--- config.mk ---
export PLATFORM = sky130hd
export DESIGN_NAME = scsa_ctrl
export DESIGN_NICKNAME = d
export VERILOG_FILES = /design/src/scsa_pkg.sv /design/src/scsa_ctrl.sv
export SDC_FILE = /design/constraint.sdc
export NUM_CORES = 1
export LEC_CHECK = 0
export BUFFER_PORTS_ARGS = -buffer_cell sky130_fd_sc_hd__buf_4
export CORE_AREA = 2 2 39 41
export DETAILED_ROUTE_END_ITERATION = 16
export DIE_AREA = 0 0 41 43
export MAX_ROUTING_LAYER = met4
export PLACE_DENSITY_LB_ADDON = 0.15
export SETUP_SLACK_MARGIN = 0.05
export SLEW_MARGIN = 10
export SYNTH_ARGS = -nofsm -noshare
export SYNTH_HDL_FRONTEND = slang
export SYNTH_SLANG_ARGS = --single-unit
--- constraint.sdc ---
create_clock -name i_clk -period 2.3 [get_ports i_clk]
set_input_delay 0.115 -clock i_clk [delete_from_list [all_inputs] [get_ports i_clk]]
set_output_delay 0.115 -clock i_clk [all_outputs]
set_load 0.03 [all_outputs]
--- src/scsa_pkg.sv ---
// Shared types, codes and constants of the size class slot allocator.
// No dependencies; the top level, controller, datapath and testbench import this package.
package scsa_pkg;

    localparam int unsigned SCSA_POOL_BYTES = 1048576;

    localparam int CLASS_CNT = 4;
    localparam int CLASS_W   = 2;
    localparam int ADDR_W    = 20;
    localparam int SIZE_W    = 16;
    localparam int COPY_W    = 11;
    localparam int MAX_CAP   = 1024;

    typedef enum logic [1:0] {
        OP_ALLOC,
        OP_FREE,
        OP_RESIZE,
        OP_NONE
    } t_opcode;

    typedef enum logic [1:0] {
        ST_OK,
        ST_TOO_LARGE,
        ST_EXHAUSTED,
        ST_OUTSIDE
    } t_status;

    // How the result fields are composed when a result is loaded.
    typedef enum logic [2:0] {
        OUT_ZERO,
        OUT_FREE,
        OUT_KEEP,
        OUT_ALLOC,
        OUT_MOVE
    } t_out_kind;

    typedef enum logic [1:0] {
        S_CLEAR,
        S_IDLE,
        S_DECODE,
        S_POP
    } t_state;

    typedef struct packed {
        logic [1:0]        opcode;
        logic [SIZE_W-1:0] request_size;
        logic [ADDR_W-1:0] slot_address;
    } t_req;

    typedef struct packed {
        logic [ADDR_W-1:0]  result_address;
        logic [1:0]         status;
        logic [CLASS_W-1:0] size_class;
        logic [COPY_W-1:0]  copy_length;
        logic               moved;
    } t_rsp;

    typedef struct packed {
        logic      clear_step;
        logic      load_in;
        logic      push;
        logic      pop_read;
        logic      pop_commit;
        logic      load_out;
        t_out_kind out_kind;
        t_status   out_status;
    } t_ctrl_cmd;

    typedef struct packed {
        logic    clear_done;
        logic    out_free;
        t_opcode opcode;
        logic    too_large;
        logic    head_ok;
        logic    addr_ok;
        logic    fits;
    } t_dp_status;

    function automatic logic [COPY_W-1:0] cap_bytes(input logic [CLASS_W-1:0] c);
        logic [COPY_W-1:0] v;
        unique case (c)
            2'd0:    v = COPY_W'(64);
            2'd1:    v = COPY_W'(256);
            2'd2:    v = COPY_W'(512);
            default: v = COPY_W'(1024);
        endcase
        return v;
    endfunction

    function automatic logic [3:0] cap_shift(input logic [CLASS_W-1:0] c);
        logic [3:0] v;
        unique case (c)
            2'd0:    v = 4'd6;
            2'd1:    v = 4'd8;
            2'd2:    v = 4'd9;
            default: v = 4'd10;
        endcase
        return v;
    endfunction

endpackage

--- src/scsa_ctrl.sv ---
// Controller state machine of the slot allocator: clearing sweep, decode,
// pop completion. Depends on scsa_pkg for the state, command and status types.
module scsa_ctrl
    import scsa_pkg::*;
(
    input  logic       i_clk,
    input  logic       i_rst_n,
    input  logic       i_accept,
    input  t_dp_status i_status,
    output logic       o_in_ready,
    output t_ctrl_cmd  o_cmd
);
    t_state r_state, n_state;
    logic   r_move, n_move;

    always_ff @(posedge i_clk) begin
        if (!i_rst_n) begin
            r_state <= S_CLEAR;
            r_move  <= 1'b0;
        end else begin
            r_state <= n_state;
            r_move  <= n_move;
        end
    end

    always_comb begin
        n_state          = r_state;
        n_move           = r_move;
        o_in_ready       = 1'b0;
        o_cmd            = '0;
        o_cmd.out_kind   = OUT_ZERO;
        o_cmd.out_status = ST_OK;
        unique case (r_state)
            S_CLEAR: begin
                if (i_status.clear_done) begin
                    n_state = S_IDLE;
                end else begin
                    o_cmd.clear_step = 1'b1;
                end
            end
            S_IDLE: begin
                o_in_ready    = 1'b1;
                o_cmd.load_in = i_accept;
                if (i_accept) begin
                    n_state = S_DECODE;
                end
            end
            S_DECODE: begin
                if (i_status.out_free) begin
                    n_state        = S_IDLE;
                    o_cmd.load_out = 1'b1;
                    unique case (i_status.opcode)
                        OP_ALLOC: begin
                            if (i_status.too_large) begin
                                o_cmd.out_status = ST_TOO_LARGE;
                            end else if (!i_status.head_ok) begin
                                o_cmd.out_status = ST_EXHAUSTED;
                            end else begin
                                o_cmd.load_out = 1'b0;
                                o_cmd.pop_read = 1'b1;
                                n_move         = 1'b0;
                                n_state        = S_POP;
                            end
                        end
                        OP_FREE: begin
                            if (!i_status.addr_ok) begin
                                o_cmd.out_status = ST_OUTSIDE;
                            end else begin
                                o_cmd.push     = 1'b1;
                                o_cmd.out_kind = OUT_FREE;
                            end
                        end
                        OP_RESIZE: begin
                            if (!i_status.addr_ok) begin
                                o_cmd.out_status = ST_OUTSIDE;
                            end else if (i_status.fits) begin
                                o_cmd.out_kind = OUT_KEEP;
                            end else if (i_status.too_large) begin
                                o_cmd.out_status = ST_TOO_LARGE;
                            end else if (!i_status.head_ok) begin
                                o_cmd.out_status = ST_EXHAUSTED;
                            end else begin
                                o_cmd.load_out = 1'b0;
                                o_cmd.pop_read = 1'b1;
                                n_move         = 1'b1;
                                n_state        = S_POP;
                            end
                        end
                        OP_NONE: begin
                            o_cmd.out_kind = OUT_ZERO;
                        end
                        default: begin
                            o_cmd.out_kind = OUT_ZERO;
                        end
                    endcase
                end
            end
            S_POP: begin
                // The link word of the popped slot is on the RAM output now.
                o_cmd.pop_commit = 1'b1;
                o_cmd.load_out   = 1'b1;
                o_cmd.push       = r_move;
                o_cmd.out_kind   = r_move ? OUT_MOVE : OUT_ALLOC;
                n_state          = S_IDLE;
            end
            default: begin
                n_state = S_CLEAR;
            end
        endcase
    end
endmodule

Yosys cells after proc, flatten, opt, wreduce, memory -nomap -nowiden
Index checks and enable logic that the tools add are counted.

word-level totals
  memories = 0
  output and inout port bits = 12
  memory bits (read-only) = 0
  latch bits = 0
  flip-flop bits (word level) = 3
  bits in writable memories = 0
  input bits = 11

operators by class
  equality and inequality tests = 14
  div/mod/pow operators = 0
  reductions and logical operators = 5
  bitwise logic cells = 0
  add/sub/neg operators = 0
  order comparisons = 0
  shift-type cells = 0
  multiplexer cells = 49
  multiply operators = 0

operator list
  cell                count
  $mux 2              15
  $mux 1              22
  $ne 2x2->1 const B  9
  $reduce_and 9->1    1
  $pmux 1 s2          4
  $pmux 2 s4          1
  $pmux 4 s2          1
  $eq 2x2->1 const B  3
  $mux 6              1
  $pmux 2 s3          1
  $pmux 3 s2          1
  $eq 2x1->1 const B  2
  $logic_not 2->1     2
  $mux 4              1
  $pmux 2 s2          1
  $mux 3              1
  $reduce_and 3->1    1
  $reduce_bool 2->1   1

Logic depth before layout (Yosys ltp)
Gate-level depths: netlist of run 1.

  depth in word-level cells = 7
  depth in mapped cells = 5
  mapped depth without buffers = 5

Worst setup path after synthesis of run 1
OpenSTA, ideal clock, no wires.

  path kind = reg2out
  from = reg r_state[0]
  to = out o_cmd[0] in the netlist's numbering
  path buffers = 0
  cell stages (with the launch flop) = 5
  required time = 2.185 ns
  slack = 0.763 ns
  data arrival time = 1.422 ns
  cell sequence = dfxtp_1 > inv_1 > ha_1 > nand2_1 > a211oi_1

RTL lines
  item                    RTL line         source
  start, declared         scsa_ctrl.sv:13  t_state r_state, n_state;
  start signal, assigned  scsa_ctrl.sv:21  r_state <= n_state;
  end, declared           scsa_ctrl.sv:11  output t_ctrl_cmd o_cmd

==> results.toml, run 1 <==
[cts]
cts_buffers = 3
cts_root_buf = "clkbuf_4"
cts_num_sinks = 3
cts.clk_slew.worst_paths_ns = 0.04
clkLatencyLatePin_ns = 0.24
ctsHoldBuffers = 0
cts_setup_buffers = 0
post_cts_resized = 0
cts_buffer_depth = 2
cts_tree = "done"
htreeDepth = 1

[cells_and_area]
finalNonFillerCells = 98
nets = 103
diodes = 0
area_delta_synth_final_pct = 45.31
drive_gt1_share_pct = 39.02
layout_common_cells = "22 x buf_4, 9 x ha_1, 7 x inv_1"
final_common_cell = "buf_4"

[sta]
timing.final.crit_share_pct = 75.55
fin_crit_ns = 1.738
setup_viol = 0
fin_tns_setup_ns = 0
hold_ws_ns = 0.1714
clock.fmax_mhz = 575.5
tightest_slew_ns = 0.2370
slew_headroom_pct = 84.03
maxSlewViolCount = 0
hold_viol_final = 0
finClkSkew_ns = 0.01012
rsz0062_at_grt = "no"

[min_path]
hold_path_class = "in2reg"
min_to = "r_state[1]"
min_from = "i_rst_n"
min_path_cells = 3

[global_routing]
overflow = 0
grt_max_degree = 7
grt_usage_pct = 15.31
grt_antenna_before_repair = 0
grt_pass1_vias = 489
grt_pass1_wl_um = 1835

[power]
peakVddDrop_mv = 0.1756
p_leak_nw = 0.3632
power.total_w = 0.0002595
power_density_nw_per_um2 = 382.7

[yosys]
synth_nets = 76
ys.flop_type = "dfxtp_1"
yosysWarnings = 0
syn_area_sq_um = 466.7
synth_edf_count = 0
ys_seq_area_share_pct = 12.87
ys_types = 25
ys_ff_latch = 3
synthArstFlopShare_pct = 0
syn-mean-instance-area_sq_um = 8.334
postSynthCellCount = 56

[setup_path]
ff2ff_path_depth = 5
crit_fanout = 5
path_buf_inv = 2
crit_path_cell_trace = "inv_1 -> ha_1 -> and2_1 -> a41o_2 -> buf_4"
r2r_slack_ns = 0.88
cp.required_ns = 2.18
crit_family = "flip-flops"
cpPeakStageDelay_ns = 0.38
worstSetupPathType = "reg2out"
cp-end-kind = "output port"
r2r-end = "r_state[1]"
cp-start-kind = "flop"
startpoint = "r_state[0]"
regToRegStartpoint = "r_state[0]"
slowest_stage = "dfxtp_1"
cp.arrival_ns = 1.62

[floorplan]
rows = 14
coreArea_sq_um = 1384
initial_core_util_pct = 33.73
die-area_sq_um = 1763
die_h_um = 43
die_width_um = 41
io_pins = 23

[route]
drc = 0
wirelength_um = 1070
ant_nets = 0
vias_per_cell = 5.082
vias = 498
drtPass1Iterations = 2
avgRoutedWirePerCell_um = 10.92
first_iter_violations = 2

[place]
dpl.hpwl_um = 889.6
place_inst = 94
io_buffer_count = 22
gp_congestion = 0.7505

[run_status]
status = "finished, final reports clean"

[flow_run]
drv_cap = 0
how the worst max path moves through the flow:
| stage | endpoint | slack [ns] | cells past startpoint |
|---|---|---|---|
| finish | o_cmd[3] | 0.56 | 5 |
| global route | o_cmd[3] | 0.47 | 5 |
| CTS | o_cmd[3] | 0.55 | 5 |
| detailed placement | o_cmd[3] | 0.82 | 5 |
| global placement | o_cmd[3] | 0.85 | 5 |
| floorplan | o_cmd[0] | 0.76 | 4 |
worst min-delay path: stages:
cell	delay, ns
buf_4	0.12
nand2_1	0.07
o41ai_2	0.06
state kept, by name, summed over array words and instances, names as in the netlist:
name / count
r_move: 1
r_state: 2
cell families after synthesis:
| kind of cell | Yosys count | share of synthesized area [%] |
|---|---|---|
| and+or+nand+nor | 19 | 27.35 |
| AOI/OAI and AO/OA | 18 | 30.03 |
| adders and majority gates | 9 | 24.13 |
| buffers and inverters | 7 | 5.631 |
| DFF | 3 | 12.87 |
metal layers:
| metal | global-route usage (%) | part of all wire [%] |
|---|---|---|
| met1 | 17.31 | 42 |
| met2 | 25.00 | 51 |
| met3 | 1.571 | 5.7 |
| met4 | 8.000 | 1.4 |
| met5 | - | 0 |
stage by stage:
| stage | utilization [%] | worst slack (ns) | cell area (sq um) |
|---|---|---|---|
| floorplan | - | 0.7627 | 466.7 |
| global placement | 47.11 | 0.8532 | 651.9 |
| detailed placement | 47.11 | 0.8194 | 651.9 |
| CTS | 49.01 | 0.5497 | 678.2 |
| global route | 49.01 | 0.4722 | 678.2 |
| finish | 49.01 | 0.5624 | 678.2 |
final cells by class:
| class | instances | area [sq um] |
|---|---|---|
| tap | 16 | 20.02 |
| timing repair buffer | 22 | 165.2 |
| fill | 142 | 705.7 |
| multi-input combinational | 46 | 380.4 |
| sequential | 3 | 60.06 |
| clock buffer | 4 | 26.28 |
| inverter | 7 | 26.28 |
report_power, final:
part	switching, W	internal (W)	leakage (nW)
clock network	0.0000321	0.0000653	0.0150
logic	0.0000580	0.0000445	0.324
registers	0.00000376	0.0000558	0.0245
cells in the mapped netlist (2+ instances only):
master    n  area, sq um
nor2b_1   3        18.77
a21oi_1   2        10.01
dfxtp_1   3        60.06
nand2_1   2        7.510
a211oi_1  4        30.03
ha_1      9        112.6
nand2b_1  3        18.77
a41o_2    2        22.52
and2_1    3        18.77
o21ai_0   4        20.02
inv_1     7        26.28
(Power assumes the default switching activity.)
==> run 2, diff against run 1 <==
ABC_AREA = 1   (was not set)
clock period = 1.6 ns   (was 2.3 ns; I/O delays follow)
==> run 2 against run 1 <==
Critical path depth grew 2. Setup slack worse by 0.44 ns. Sequential power up 120%. Die area is the same. Clock skew is 0.0055 ns lower. Global-route usage fell by 1.1 points. Cell count is 20% higher. Flip-flop and latch count did not move. Synthesized cell count up 34%. Highest routed layer is now met3.
==> results.toml, run 2 <==
[global_routing]
grt_pass1_vias = 472
overflow = 0
grt_antenna_before_repair = 0
grt_usage_pct = 14.17
grt_max_degree = 6
grt_pass1_wl_um = 1697

[power]
comb_power_share_pct = 67.1
p_leak_nw = 0.4309
power_density_nw_per_um2 = 1086
peakVddDrop_mv = 0.6449
p_seq_share_pct = 16.8
switchingPower_w = 0.0003842
p_int_w = 0.0004082
switching_share_pct = 48.49
clkPwrFrac_pct = 16.1

[setup_path]
r2r-end = "r_state[0]"
ff2ff_path_depth = 8
cp-start-kind = "flop"
cp.arrival_ns = 1.40
cp.required_ns = 1.52
worstSetupPathType = "reg2out"
crit_fanout = 5
r2r_slack_ns = 0.32
regToRegStartpoint = "r_state[1]"
cp-end-kind = "output port"

[route]
vias = 521
first_iter_violations = 8
wirelength_um = 1050
vias_per_cell = 4.415
avgRoutedWirePerCell_um = 8.898
ant_nets = 0
drtPass1Iterations = 3
drc = 0

[min_path]
min_from = "i_rst_n"
hold_path_class = "in2reg"
min_path_cells = 3
min_to = "r_state[1]"

[yosys]
syn-mean-instance-area_sq_um = 6.473
synth_edf_count = 0
synth_nets = 95
netlist.area_leader.share_pct = 23.20
syn_area_sq_um = 485.5
synth_area_leader_cell = "ha_1"
postSynthCellCount = 75
synth.area.top_cells = "ha_1 23%, inv_1 16%, dfxtp_1 12%"
ys.flop_type = "dfxtp_1"
ys_ff_latch = 3
ys_types = 20
synthArstFlopShare_pct = 0
yosysMostFrequentCell = "inv_1"
ys_seq_area_share_pct = 12.37
yosysWarnings = 0
ys_top_cells_by_count = "21 x inv_1, 12 x nand2_1, 9 x ha_1"

[cells_and_area]
diodes = 0
final_common_cell = "buf_4"
layout_common_cells = "23 x buf_4, 20 x inv_1, 12 x nand2_1"
final_util_pct = 52.71
fillCellCount = 141
top_register = "r_state"
largest_reg_flops = 2
drive_gt1_share_pct = 41.18
nets = 123
largest_registers = "r_state x2, r_move x1"
area_delta_synth_final_pct = 50.26

[floorplan]
die-area_sq_um = 1763
coreArea_sq_um = 1384
rows = 14
die_width_um = 41
die_h_um = 43
initial_core_util_pct = 35.08
io_pins = 23

[sta]
slew_headroom_pct = 83.29
hold_viol_final = 0
fin_tns_setup_ns = 0
finClkSkew_ns = 0.004594
clock.fmax_mhz = 675.5
rsz0062_at_grt = "yes"
tightest_slew_ns = 0.2498
setup_viol = 0
timing.final.crit_share_pct = 92.52
maxSlewViolCount = 0
fin_crit_ns = 1.480

[cts]
ctsHoldBuffers = 0
cts_buffers = 3
cts_num_sinks = 3
cts_tree = "done"
htreeDepth = 1
cts.clk_slew.worst_paths_ns = 0.03
cts_root_buf = "clkbuf_4"
clkLatencyLatePin_ns = 0.23
cts_buffer_depth = 2

[place]
io_buffer_count = 22
gp_congestion = 0.6683
dpl.hpwl_um = 922.2

[flow_run]
drv_cap = 0

[run_status]
status = "finished, final reports clean"
[run 2: cell types whose count changed in the layout (fill, tap and decap cells not counted), sizes merged, moves of 2 or more]
| cell | delta |
|---|---|
| a21oi | +3 |
| inv | +16 |
| a41o | -2 |
| nor2b | -3 |
| and2 | -3 |
| nand3 | +4 |
| and2b | -2 |
| a211oi | -4 |
| or2 | +2 |
| nand2 | +12 |
| nor2 | +3 |
| nand2b | -3 |
[run 2: cells by family (layout without fill, tap and decap cells)]
group / after synthesis / in the layout / share of synthesized area [%]
and+or+nand+nor: 29 / 29 / 29.90
buffers and inverters: 23 / 50 / 17.78
AOI/OAI and AO/OA: 11 / 11 / 16.75
adders and majority gates: 9 / 9 / 23.20
DFF: 3 / 3 / 12.37
[run 2: how the worst max path moves through the flow]
| stage | startpoint | end | cells after the start |
|---|---|---|---|
| 6_report | r_state[0] | o_cmd[3] | 7 |
| 5_1_grt | r_state[0] | o_cmd[3] | 7 |
| 4_1_cts | r_state[0] | o_cmd[3] | 7 |
| 3_5_place_dp | r_state[0] | o_cmd[3] | 7 |
| 3_3_place_gp | r_state[0] | o_cmd[3] | 7 |
| 2_1_floorplan | r_state[0] | o_cmd[0] | 4 |
[run 2: layout make-up]
| type | count | area [sq um] | share of cell area, % |
|---|---|---|---|
| flip-flops and latches | 3 | 62.56 | 8.576 |
| inverters | 23 | 86.33 | 11.84 |
| well taps | 16 | 20.02 | 2.744 |
| multi-input cells | 49 | 361.6 | 49.57 |
| clock buffers | 4 | 26.28 | 3.602 |
| repair buffers | 23 | 172.7 | 23.67 |
[run 2: repair_timing]
| item | CTS | global route |
|---|---|---|
| setup endpoints to repair | 1 | 2 |
| pin swaps | 0 | 2 |
| gates resized for setup | 3 | 4 |
| buffers inserted | 1 | 0 |
| gates cloned | 0 | 0 |
[run 2: power by group through the flow]
| stage | clock network, W | logic [W] | registers (W) |
|---|---|---|---|
| floorplan | 0 | 0.000358 | 0.000115 |
| global placement | 0 | 0.000501 | 0.000119 |
| detailed placement | 0 | 0.000499 | 0.000121 |
| CTS | 0.000133 | 0.000530 | 0.000125 |
| global route | 0.000151 | 0.000594 | 0.000137 |
| finish | 0.000128 | 0.000532 | 0.000133 |
[run 2: per-stage QoR]
stage          power (W)  cell area (sq um)  std cells  setup slack, ns  hold WS [ns]
2_1_floorplan  0.0004733              485.5         75           0.1311        0.2148
3_3_place_gp   0.0006202              670.6        113           0.2527        0.3527
3_5_place_dp   0.0006199              670.6        113           0.2018        0.3543
4_1_cts        0.0007891              716.9        118          0.06293        0.1176
5_1_grt        0.0008816              729.5        118          0.02530        0.1090
6_report       0.0007925              729.5        118           0.1197        0.1134
[run 2: critical path: stages (launching register included)]
cell and delay, ns:
dfxtp_2 0.33, inv_2 0.07, ha_4 0.15, nand2_4 0.07
nor2_4 0.11, inv_1 0.06, o32ai_2 0.19, buf_4 0.20
[run 2: routing by layer]
metal  up-vias  wire, um  GRT usage [%]
li1        284         -              -
met1       224       450          14.70
met2        13       539          24.06
met3         0        60          6.283
met4         0         0          2.000
met5         -         0              -
